$ cat src/rtl/core/hps_pkg.sv
// ----------------------------------------------------------------------------
// hps_pkg
// shared types and constants of the haptic pattern sequencer
// ----------------------------------------------------------------------------
package hps_pkg;

  // width of a pwm duty
  localparam int unsigned DUTY_BITS = 10;

  // width of a millisecond count and of the configuration port
  localparam int unsigned MS_W      = 16;
  localparam int unsigned CFG_IDX_W = 8;
  localparam int unsigned CFG_DAT_W = 16;

  // configuration register indexes
  localparam logic [CFG_IDX_W-1:0] REG_DUTY_WEAK     = 8'd0;
  localparam logic [CFG_IDX_W-1:0] REG_DUTY_MEDIUM   = 8'd1;
  localparam logic [CFG_IDX_W-1:0] REG_DUTY_STRONG   = 8'd2;
  localparam logic [CFG_IDX_W-1:0] REG_NOTIFY_ON     = 8'd3;
  localparam logic [CFG_IDX_W-1:0] REG_NOTIFY_GAP    = 8'd4;
  localparam logic [CFG_IDX_W-1:0] REG_ALARM_ON      = 8'd5;
  localparam logic [CFG_IDX_W-1:0] REG_ALARM_OFF     = 8'd6;
  localparam logic [CFG_IDX_W-1:0] REG_PULSE_DEFAULT = 8'd7;

  // register reset values
  localparam int unsigned DUTY_WEAK_RST     = 360;
  localparam int unsigned DUTY_MEDIUM_RST   = 640;
  localparam int unsigned DUTY_STRONG_RST   = 900;
  localparam logic [MS_W-1:0] NOTIFY_ON_RST     = 16'd90;
  localparam logic [MS_W-1:0] NOTIFY_GAP_RST    = 16'd60;
  localparam logic [MS_W-1:0] ALARM_ON_RST      = 16'd650;
  localparam logic [MS_W-1:0] ALARM_OFF_RST     = 16'd350;
  localparam logic [MS_W-1:0] PULSE_DEFAULT_RST = 16'd180;

  // item kind
  localparam logic OP_CMD  = 1'b0;
  localparam logic OP_TICK = 1'b1;

  // strength codes
  localparam logic [1:0] STR_WEAK   = 2'd0;
  localparam logic [1:0] STR_MEDIUM = 2'd1;
  localparam logic [1:0] STR_STRONG = 2'd2;

  // phase codes within a pattern
  localparam logic [1:0] PH_FIRST  = 2'd0;
  localparam logic [1:0] PH_SECOND = 2'd1;
  localparam logic [1:0] PH_THIRD  = 2'd2;

  typedef enum logic [1:0] {
    PAT_PULSE  = 2'd0,
    PAT_NOTIFY = 2'd1,
    PAT_ALARM  = 2'd2,
    PAT_STOP   = 2'd3
  } pattern_e;

  typedef enum logic [1:0] {
    MODE_IDLE   = 2'd0,
    MODE_PULSE  = 2'd1,
    MODE_NOTIFY = 2'd2,
    MODE_ALARM  = 2'd3
  } run_mode_e;

  // phase lengths from the configuration registers
  typedef struct packed {
    logic [MS_W-1:0] notify_on;
    logic [MS_W-1:0] notify_gap;
    logic [MS_W-1:0] alarm_on;
    logic [MS_W-1:0] alarm_off;
    logic [MS_W-1:0] pulse_default;
  } hps_times_t;

endpackage

$ cat src/rtl/core/haptic_pattern_sequencer_top.sv
// result: registered on each input transfer
// throughput: one item per cycle while the result side does not stall; the only limit is the single result register,
//   which is refilled in the same cycle it is drained
// reset: asynchronous, active low; pattern idle, motor off, held strength medium,
//   configuration registers at their default duties and phase lengths
// ----------------------------------------------------------------------------
// haptic_pattern_sequencer_top
// vibration motor pattern sequencer driving a pwm duty per command or tick
// ----------------------------------------------------------------------------
module haptic_pattern_sequencer_top
  import hps_pkg::*;
(
  input  logic                 clk_i,
  input  logic                 rst_ni,
  // item input channel
  input  logic                 in_valid_i,
  output logic                 in_ready_o,
  input  logic                 op_i,
  input  logic [1:0]           pattern_i,
  input  logic [1:0]           strength_i,
  input  logic [MS_W-1:0]      pulse_ms_i,
  // result channel
  output logic                 out_valid_o,
  input  logic                 out_ready_i,
  output logic [DUTY_BITS-1:0] duty_o,
  output logic                 active_o,
  // configuration write channel
  input  logic                 cfg_valid_i,
  output logic                 cfg_ready_o,
  input  logic [CFG_IDX_W-1:0] cfg_index_i,
  input  logic [CFG_DAT_W-1:0] cfg_data_i
);

  logic [DUTY_BITS-1:0] duty_weak, duty_medium, duty_strong;
  hps_times_t           times;
  logic                 in_xfer;
  logic [DUTY_BITS-1:0] res_duty;
  logic                 res_active;

  logic                 out_valid_q, out_valid_d;
  logic [DUTY_BITS-1:0] duty_q;
  logic                 active_q;

  // register writes are always taken; they should only arrive while the block is idle, which the block does not enforce
  assign cfg_ready_o = 1'b1;

  hps_cfg_regs u_cfg (
    .clk_i         (clk_i),
    .rst_ni        (rst_ni),
    .wr_en_i       (cfg_valid_i),
    .wr_idx_i      (cfg_index_i),
    .wr_data_i     (cfg_data_i),
    .duty_weak_o   (duty_weak),
    .duty_medium_o (duty_medium),
    .duty_strong_o (duty_strong),
    .times_o       (times)
  );

  // an input transfer is possible whenever the result register is empty or
  // is being drained in this same cycle
  assign in_ready_o = !out_valid_q || out_ready_i;
  assign in_xfer    = in_valid_i && in_ready_o;

  // state update and duty select for the item in flight
  hps_seq_core u_core (
    .clk_i         (clk_i),
    .rst_ni        (rst_ni),
    .step_i        (in_xfer),
    .op_i          (op_i),
    .pattern_i     (pattern_i),
    .strength_i    (strength_i),
    .pulse_ms_i    (pulse_ms_i),
    .duty_weak_i   (duty_weak),
    .duty_medium_i (duty_medium),
    .duty_strong_i (duty_strong),
    .times_i       (times),
    .duty_o        (res_duty),
    .active_o      (res_active)
  );

  // result register: filled on each input transfer, emptied on output transfer
  always_comb begin
    out_valid_d = out_valid_q;
    if (in_xfer) begin
      out_valid_d = 1'b1;
    end else if (out_ready_i) begin
      out_valid_d = 1'b0;
    end
  end

  always_ff @(posedge clk_i or negedge rst_ni) begin
    if (!rst_ni) begin
      out_valid_q <= 1'b0;
    end else begin
      out_valid_q <= out_valid_d;
    end
  end

  // payload needs no reset
  always_ff @(posedge clk_i) begin
    if (in_xfer) begin
      duty_q   <= res_duty;
      active_q <= res_active;
    end
  end

  assign out_valid_o = out_valid_q;
  assign duty_o      = duty_q;
  assign active_o    = active_q;

`ifndef NO_ASSERTIONS
  // an idle pattern never drives the motor
  assert property (@(posedge clk_i) disable iff (!rst_ni)
    (out_valid_o && !active_o) |-> (duty_o == '0))
    else $error("duty nonzero while no pattern is running");

  // a stop command yields an idle result in the next cycle
  assert property (@(posedge clk_i) disable iff (!rst_ni)
    (in_xfer && op_i == OP_CMD && pattern_e'(pattern_i) == PAT_STOP)
      |=> (out_valid_o && !active_o && duty_o == '0))
    else $error("stop command did not idle the sequencer");

  // any other command starts a running pattern
  assert property (@(posedge clk_i) disable iff (!rst_ni)
    (in_xfer && op_i == OP_CMD && pattern_e'(pattern_i) != PAT_STOP)
      |=> (out_valid_o && active_o))
    else $error("command did not start a pattern");
`endif

endmodule

$ cat src/rtl/core/hps_cfg_regs.sv
// ----------------------------------------------------------------------------
// hps_cfg_regs
// configuration register file: duty levels and phase lengths
// ----------------------------------------------------------------------------
module hps_cfg_regs
  import hps_pkg::*;
(
  input  logic                 clk_i,
  input  logic                 rst_ni,
  input  logic                 wr_en_i,
  input  logic [CFG_IDX_W-1:0] wr_idx_i,
  input  logic [CFG_DAT_W-1:0] wr_data_i,
  output logic [DUTY_BITS-1:0] duty_weak_o,
  output logic [DUTY_BITS-1:0] duty_medium_o,
  output logic [DUTY_BITS-1:0] duty_strong_o,
  output hps_times_t           times_o
);

  logic [DUTY_BITS-1:0] duty_weak_q, duty_medium_q, duty_strong_q;
  hps_times_t           times_q;
  logic [DUTY_BITS-1:0] wr_duty;

  assign wr_duty = DUTY_BITS'(wr_data_i);

  always_ff @(posedge clk_i or negedge rst_ni) begin
    if (!rst_ni) begin
      duty_weak_q           <= DUTY_BITS'(DUTY_WEAK_RST);
      duty_medium_q         <= DUTY_BITS'(DUTY_MEDIUM_RST);
      duty_strong_q         <= DUTY_BITS'(DUTY_STRONG_RST);
      times_q.notify_on     <= NOTIFY_ON_RST;
      times_q.notify_gap    <= NOTIFY_GAP_RST;
      times_q.alarm_on      <= ALARM_ON_RST;
      times_q.alarm_off     <= ALARM_OFF_RST;
      times_q.pulse_default <= PULSE_DEFAULT_RST;
    end else if (wr_en_i) begin
      // indexes past the last register are dropped
      if (wr_idx_i == REG_DUTY_WEAK)     duty_weak_q           <= wr_duty;
      if (wr_idx_i == REG_DUTY_MEDIUM)   duty_medium_q         <= wr_duty;
      if (wr_idx_i == REG_DUTY_STRONG)   duty_strong_q         <= wr_duty;
      if (wr_idx_i == REG_NOTIFY_ON)     times_q.notify_on     <= MS_W'(wr_data_i);
      if (wr_idx_i == REG_NOTIFY_GAP)    times_q.notify_gap    <= MS_W'(wr_data_i);
      if (wr_idx_i == REG_ALARM_ON)      times_q.alarm_on      <= MS_W'(wr_data_i);
      if (wr_idx_i == REG_ALARM_OFF)     times_q.alarm_off     <= MS_W'(wr_data_i);
      if (wr_idx_i == REG_PULSE_DEFAULT) times_q.pulse_default <= MS_W'(wr_data_i);
    end
  end

  assign duty_weak_o   = duty_weak_q;
  assign duty_medium_o = duty_medium_q;
  assign duty_strong_o = duty_strong_q;
  assign times_o       = times_q;

endmodule

$ cat src/rtl/core/hps_seq_core.sv
// ----------------------------------------------------------------------------
// hps_seq_core
// pattern state and its combinational update for one command or tick
// ----------------------------------------------------------------------------
module hps_seq_core
  import hps_pkg::*;
(
  input  logic                 clk_i,
  input  logic                 rst_ni,
  input  logic                 step_i,
  input  logic                 op_i,
  input  logic [1:0]           pattern_i,
  input  logic [1:0]           strength_i,
  input  logic [MS_W-1:0]      pulse_ms_i,
  input  logic [DUTY_BITS-1:0] duty_weak_i,
  input  logic [DUTY_BITS-1:0] duty_medium_i,
  input  logic [DUTY_BITS-1:0] duty_strong_i,
  input  hps_times_t           times_i,
  output logic [DUTY_BITS-1:0] duty_o,
  output logic                 active_o
);

  run_mode_e       mode_q, mode_d;
  logic [1:0]      phase_q, phase_d;
  logic [MS_W-1:0] ms_left_q, ms_left_d;
  logic [1:0]      held_q, held_d;
  logic            motor_q, motor_d;

  // next state
  always_comb begin
    mode_d    = mode_q;
    phase_d   = phase_q;
    ms_left_d = ms_left_q;
    held_d    = held_q;
    motor_d   = motor_q;
    if (op_i == OP_TICK) begin
      if (mode_q != MODE_IDLE && ms_left_q > MS_W'(1)) begin
        ms_left_d = ms_left_q - MS_W'(1);
      end else begin
        unique case (mode_q)
          MODE_IDLE: ;
          MODE_PULSE: begin
            mode_d    = MODE_IDLE;
            phase_d   = PH_FIRST;
            ms_left_d = '0;
            motor_d   = 1'b0;
          end
          MODE_NOTIFY: begin
            priority if (phase_q == PH_FIRST) begin
              phase_d   = PH_SECOND;
              motor_d   = 1'b0;
              ms_left_d = times_i.notify_gap;
            end else if (phase_q == PH_SECOND) begin
              phase_d   = PH_THIRD;
              motor_d   = 1'b1;
              ms_left_d = times_i.notify_on;
            end else begin
              mode_d    = MODE_IDLE;
              phase_d   = PH_FIRST;
              ms_left_d = '0;
              motor_d   = 1'b0;
            end
          end
          MODE_ALARM: begin
            if (phase_q == PH_FIRST) begin
              phase_d   = PH_SECOND;
              motor_d   = 1'b0;
              ms_left_d = times_i.alarm_off;
            end else begin
              phase_d   = PH_FIRST;
              motor_d   = 1'b1;
              ms_left_d = times_i.alarm_on;
            end
          end
          default: ;
        endcase
      end
    end else begin
      phase_d = PH_FIRST;
      if (pattern_e'(pattern_i) == PAT_STOP) begin
        mode_d    = MODE_IDLE;
        ms_left_d = '0;
        motor_d   = 1'b0;
      end else begin
        held_d  = (strength_i > STR_STRONG) ? STR_MEDIUM : strength_i;
        motor_d = 1'b1;
      end
      unique case (pattern_e'(pattern_i))
        PAT_PULSE: begin
          mode_d    = MODE_PULSE;
          ms_left_d = (pulse_ms_i != '0) ? pulse_ms_i : times_i.pulse_default;
        end
        PAT_NOTIFY: begin
          mode_d    = MODE_NOTIFY;
          ms_left_d = times_i.notify_on;
        end
        PAT_ALARM: begin
          mode_d    = MODE_ALARM;
          ms_left_d = times_i.alarm_on;
        end
        PAT_STOP: ;
        default: ;
      endcase
    end
  end

  // result from the updated state and the live duty registers
  always_comb begin
    duty_o = '0;
    if (motor_d) begin
      unique case (held_d)
        STR_WEAK:   duty_o = duty_weak_i;
        STR_STRONG: duty_o = duty_strong_i;
        default:    duty_o = duty_medium_i;
      endcase
    end
    active_o = (mode_d != MODE_IDLE);
  end

  always_ff @(posedge clk_i or negedge rst_ni) begin
    if (!rst_ni) begin
      mode_q    <= MODE_IDLE;
      phase_q   <= PH_FIRST;
      ms_left_q <= '0;
      held_q    <= STR_MEDIUM;
      motor_q   <= 1'b0;
    end else if (step_i) begin
      mode_q    <= mode_d;
      phase_q   <= phase_d;
      ms_left_q <= ms_left_d;
      held_q    <= held_d;
      motor_q   <= motor_d;
    end
  end

endmodule

$ cat config.mk
export PLATFORM = sky130hd
export DESIGN_NAME = haptic_pattern_sequencer_top
export DESIGN_NICKNAME = d
export VERILOG_FILES = /design/src/rtl/core/hps_pkg.sv /design/src/rtl/core/haptic_pattern_sequencer_top.sv /design/src/rtl/core/hps_cfg_regs.sv /design/src/rtl/core/hps_seq_core.sv
export SDC_FILE = /design/constraint.sdc
export NUM_CORES = 1
export LEC_CHECK = 0
export ABC_CLOCK_PERIOD_IN_PS = 3200
export BUFFER_PORTS_ARGS = -buffer_cell sky130_fd_sc_hd__buf_2
export CORE_MARGIN = 4
export CORE_UTILIZATION = 30
export CTS_BUF_LIST = sky130_fd_sc_hd__clkbuf_8
export DETAILED_ROUTE_END_ITERATION = 6
export GPL_TIMING_DRIVEN = 0
export PLACE_DENSITY = 0.48
export SETUP_SLACK_MARGIN = 0.3
export SLEW_MARGIN = 20
export SYNTH_ARGS = -nofsm -noshare
export SYNTH_HDL_FRONTEND = slang
export SYNTH_SLANG_ARGS = --single-unit
$ cat constraint.sdc
create_clock -name clk_i -period 3.2 [get_ports clk_i]
set_input_delay 0.64 -clock clk_i [delete_from_list [all_inputs] [get_ports clk_i]]
set_output_delay 0.64 -clock clk_i [all_outputs]
set_load 0.05 [all_outputs]
==> metrics <==
status=completed; final wirelength=22.64 mm; Pleak=3.805 nW; Critical Path AT=3.16 ns; placed cell count=1012; # hold bufs at CTS=0; CTS Sinks=145; ys flop type=dfrtp_1; flop-to-flop setup slack=0.43 ns; die area=27600 µm²; share of layout cells above drive strength 1=41.11%; clk buf depth=2; Max VDD drop=0.2531 mV; syn nets=686; Ys Warns=0; # diodes=0; fin crit share=86.47%; initial DRC count=463; synthesized area per cell=11.96 µm²; Yosys cell types=59; initial antenna violation count=1; Final Skew=0.02300 ns; Max Cap Viol=0; Reg2Reg Depth=8; CTS Buf Count=17; vias in the first global route=5883; Reg2Reg Capture Point=u_core.ms_left_q[12]$_DFFE_PN0P_; fin crit period=2.767 ns; residual DRC count=0; CTS Root Cell=clkbuf_8; core box area=24460 µm²; max frequency=361.4 MHz; RSZ-0062 raised after global routing=no; Total GRT Usage=16.33%; Chip Width=166.1 µm; CP required=3.59 ns; DR vias=5616; H-tree depth=4; pwr/cell area=667.5 nW/µm²; Die H=166.1 µm; Crit Path Class=flip-flop to flip-flop; FP Rows=57; first-pass GRT wire length=35.10 mm; DRT antenna net count=0; CP Max Fanout=10; total power=5.794 mW; max_slew headroom=39.98%; wire length per cell=21.69 µm; Synth area leader=dfrtp_1; Buffers on Ports=60; top-area cell type share of the netlist area=33.69%; Critical Path Start Type=flip-flop; GP Congestion=0.8284; final setup fails=0; post-CTS setup buffers=0; Fin. Hold Viols=0; max-slew violation count=0; fillers=2434; HPWL after DPL=16.18 mm; CTS tree=done; TNS Setup=0 ns; Initial Utilization=30.66%; largest net degree at the start of global routing=77; sequential area share after synthesis=49.66%; Worst R2R Start=u_core.mode_q[0]$_DFFE_PN0P_; Worst-Margin Slew=0.9003 ns; clock-pin slew on the worst setup and hold paths=0.10 ns; #FFs+latches synth=145; IO Pins=64; Post-synth EDFFs=11; Hold Path Class=input port to async pin; Post-Syn Area=7501 µm²; Setup crit end kind=flip-flop; Area Overhead vs Synth=15.73%; Initial DRT Pass Iterations=5; final net count=766; Clk Latency, worst-skew pair=0.47 ns; non-filler cells, final=1044; Via density=5.379; main area contributors after synthesis=dfrtp_1, mux2_2, dfstp_2; ys async rst share=92.41%; grt total ovfl=0; Synth Instances=627
-- cells by family (layout without fill, tap and decap cells) --
group,Yosys count,count (layout),share of synthesized area (%)
buffers and inverters,51,144,2.802
flip-flops,145,145,49.66
adder cells (fa/ha/maj),9,9,1.501
multiplexers,156,156,23.22
AO/OA/AOI/OAI,126,126,12.44
XOR/XNOR,12,12,1.401
other,1,1,0.04999
AND/OR/NAND/NOR,127,127,8.924
-- per-layer routing --
| layer | vias to the layer above | GRT usage [%] | wire length (µm) |
|---|---|---|---|
| met2 | 207 | 25.96 | 10880 |
| met1 | 2866 | 22.48 | 10100 |
| met4 | 0 | 5.667 | 439 |
| li1 | 2512 | - | - |
| met3 | 31 | 2.999 | 1223 |
| met5 | - | 0 | 0 |
-- worst max path at each step --
stage,from,endpoint,slack [ns],depth (start not counted)
final,u_core.mode_q[0]$_DFFE_PN0P_,u_core.ms_left_q[12]$_DFFE_PN0P_,0.43,8
after global routing,u_core.mode_q[0]$_DFFE_PN0P_,u_core.ms_left_q[12]$_DFFE_PN0P_,0.34,8
after CTS,u_core.phase_q[1]$_DFFE_PN0P_,u_core.ms_left_q[15]$_DFFE_PN0P_,0.44,6
after detailed placement,pulse_ms_i[0],u_core.ms_left_q[12]$_DFFE_PN0P_,-0.02,8
after global placement,rst_ni,u_cfg.times_o[6]$_DFFE_PN0P_,-0.38,1
after floorplan,pattern_i[0],duty_o[0]$_SDFFCE_PN0P_,0.67,7
-- state kept, by name, summed over array words and instances (netlist names) --
name                 cells
u_cfg.times_o           80
u_core.ms_left_q        16
duty_o                  10
u_cfg.duty_medium_o     10
u_cfg.duty_strong_o     10
u_cfg.duty_weak_o       10
u_core.held_q            2
u_core.mode_q            2
u_core.phase_q           2
active_o                 1
out_valid_o              1
u_core.motor_q           1
-- critical path, stage by stage (launching register included) --
cell      delay (ns)
dfrtp_1         0.44
inv_1           0.11
ha_1            0.20
nor2b_1         0.14
clkbuf_1        0.41
clkbuf_1        0.61
a221oi_1        0.31
a211o_1         0.34
a21oi_1         0.13
-- Yosys cell counts, types with 15 or more instances --
cell,n
nor2_1,34
a222oi_1,15
a21oi_1,36
mux2i_1,15
nand2_1,30
clkbuf_1,27
mux2_2,140
dfstp_2,33
dfrtp_1,101
nand3_1,15
o21ai_0,17
-- layout make-up --
type	instances	area [µm²]	share of cell area, %
Buffer	40	168.9	1.946
Inverter	11	41.29	0.4756
Tap cell	324	405.4	4.670
Sequential cell	145	3725	42.91
Clock inverter	15	188.9	2.176
Multi-Input combinational cell	431	3580	41.24
Clock buffer	17	234.0	2.695
Timing Repair Buffer	61	337.8	3.892
-- through the flow --
| step | hold WS [ns] | area [µm²] | util, % | worst slack [ns] |
|---|---|---|---|---|
| after detailed placement | 0.4867 | 8250 | 33.73 | -0.01962 |
| after global placement | 0.4687 | 8207 | 33.55 | -0.3762 |
| after global routing | 0.1803 | 8681 | 35.49 | 0.3445 |
| after CTS | 0.1703 | 8676 | 35.47 | 0.4382 |
| final | 0.1570 | 8681 | 35.49 | 0.4330 |
| after floorplan | 0.3444 | 7501 | - | 0.6657 |
-- layout by cell type (no fill, tap or decap), types with 8 or more instances in the layout --
master and count:
ha_1 9, nor2_1 33, a211oi_2 10, mux2_2 140, nand2_1 30, nor3_1 8, buf_2 65, a221o_1 11
nand3_1 15, dfstp_2 33, mux2i_1 15, a21oi_1 36, dfrtp_1 101, inv_1 11, clkbuf_8 17, o21ai_0 17
edfxtp_1 11, clkbuf_1 27, xnor2_1 8, a222oi_1 15
-- power by group --
part	switching, mW	internal (mW)
Combinational	1.17	0.730
Sequential	0.244	2.08
Clock	0.836	0.737
Total	2.25	3.55
-- repair_timing --
action	4_1_cts	5_1_grt
pin swaps	0	0
cloned	0	0
endpoints found under the setup margin	7	1
gates resized for setup	1	1
Power figures use the tool's default switching activity.
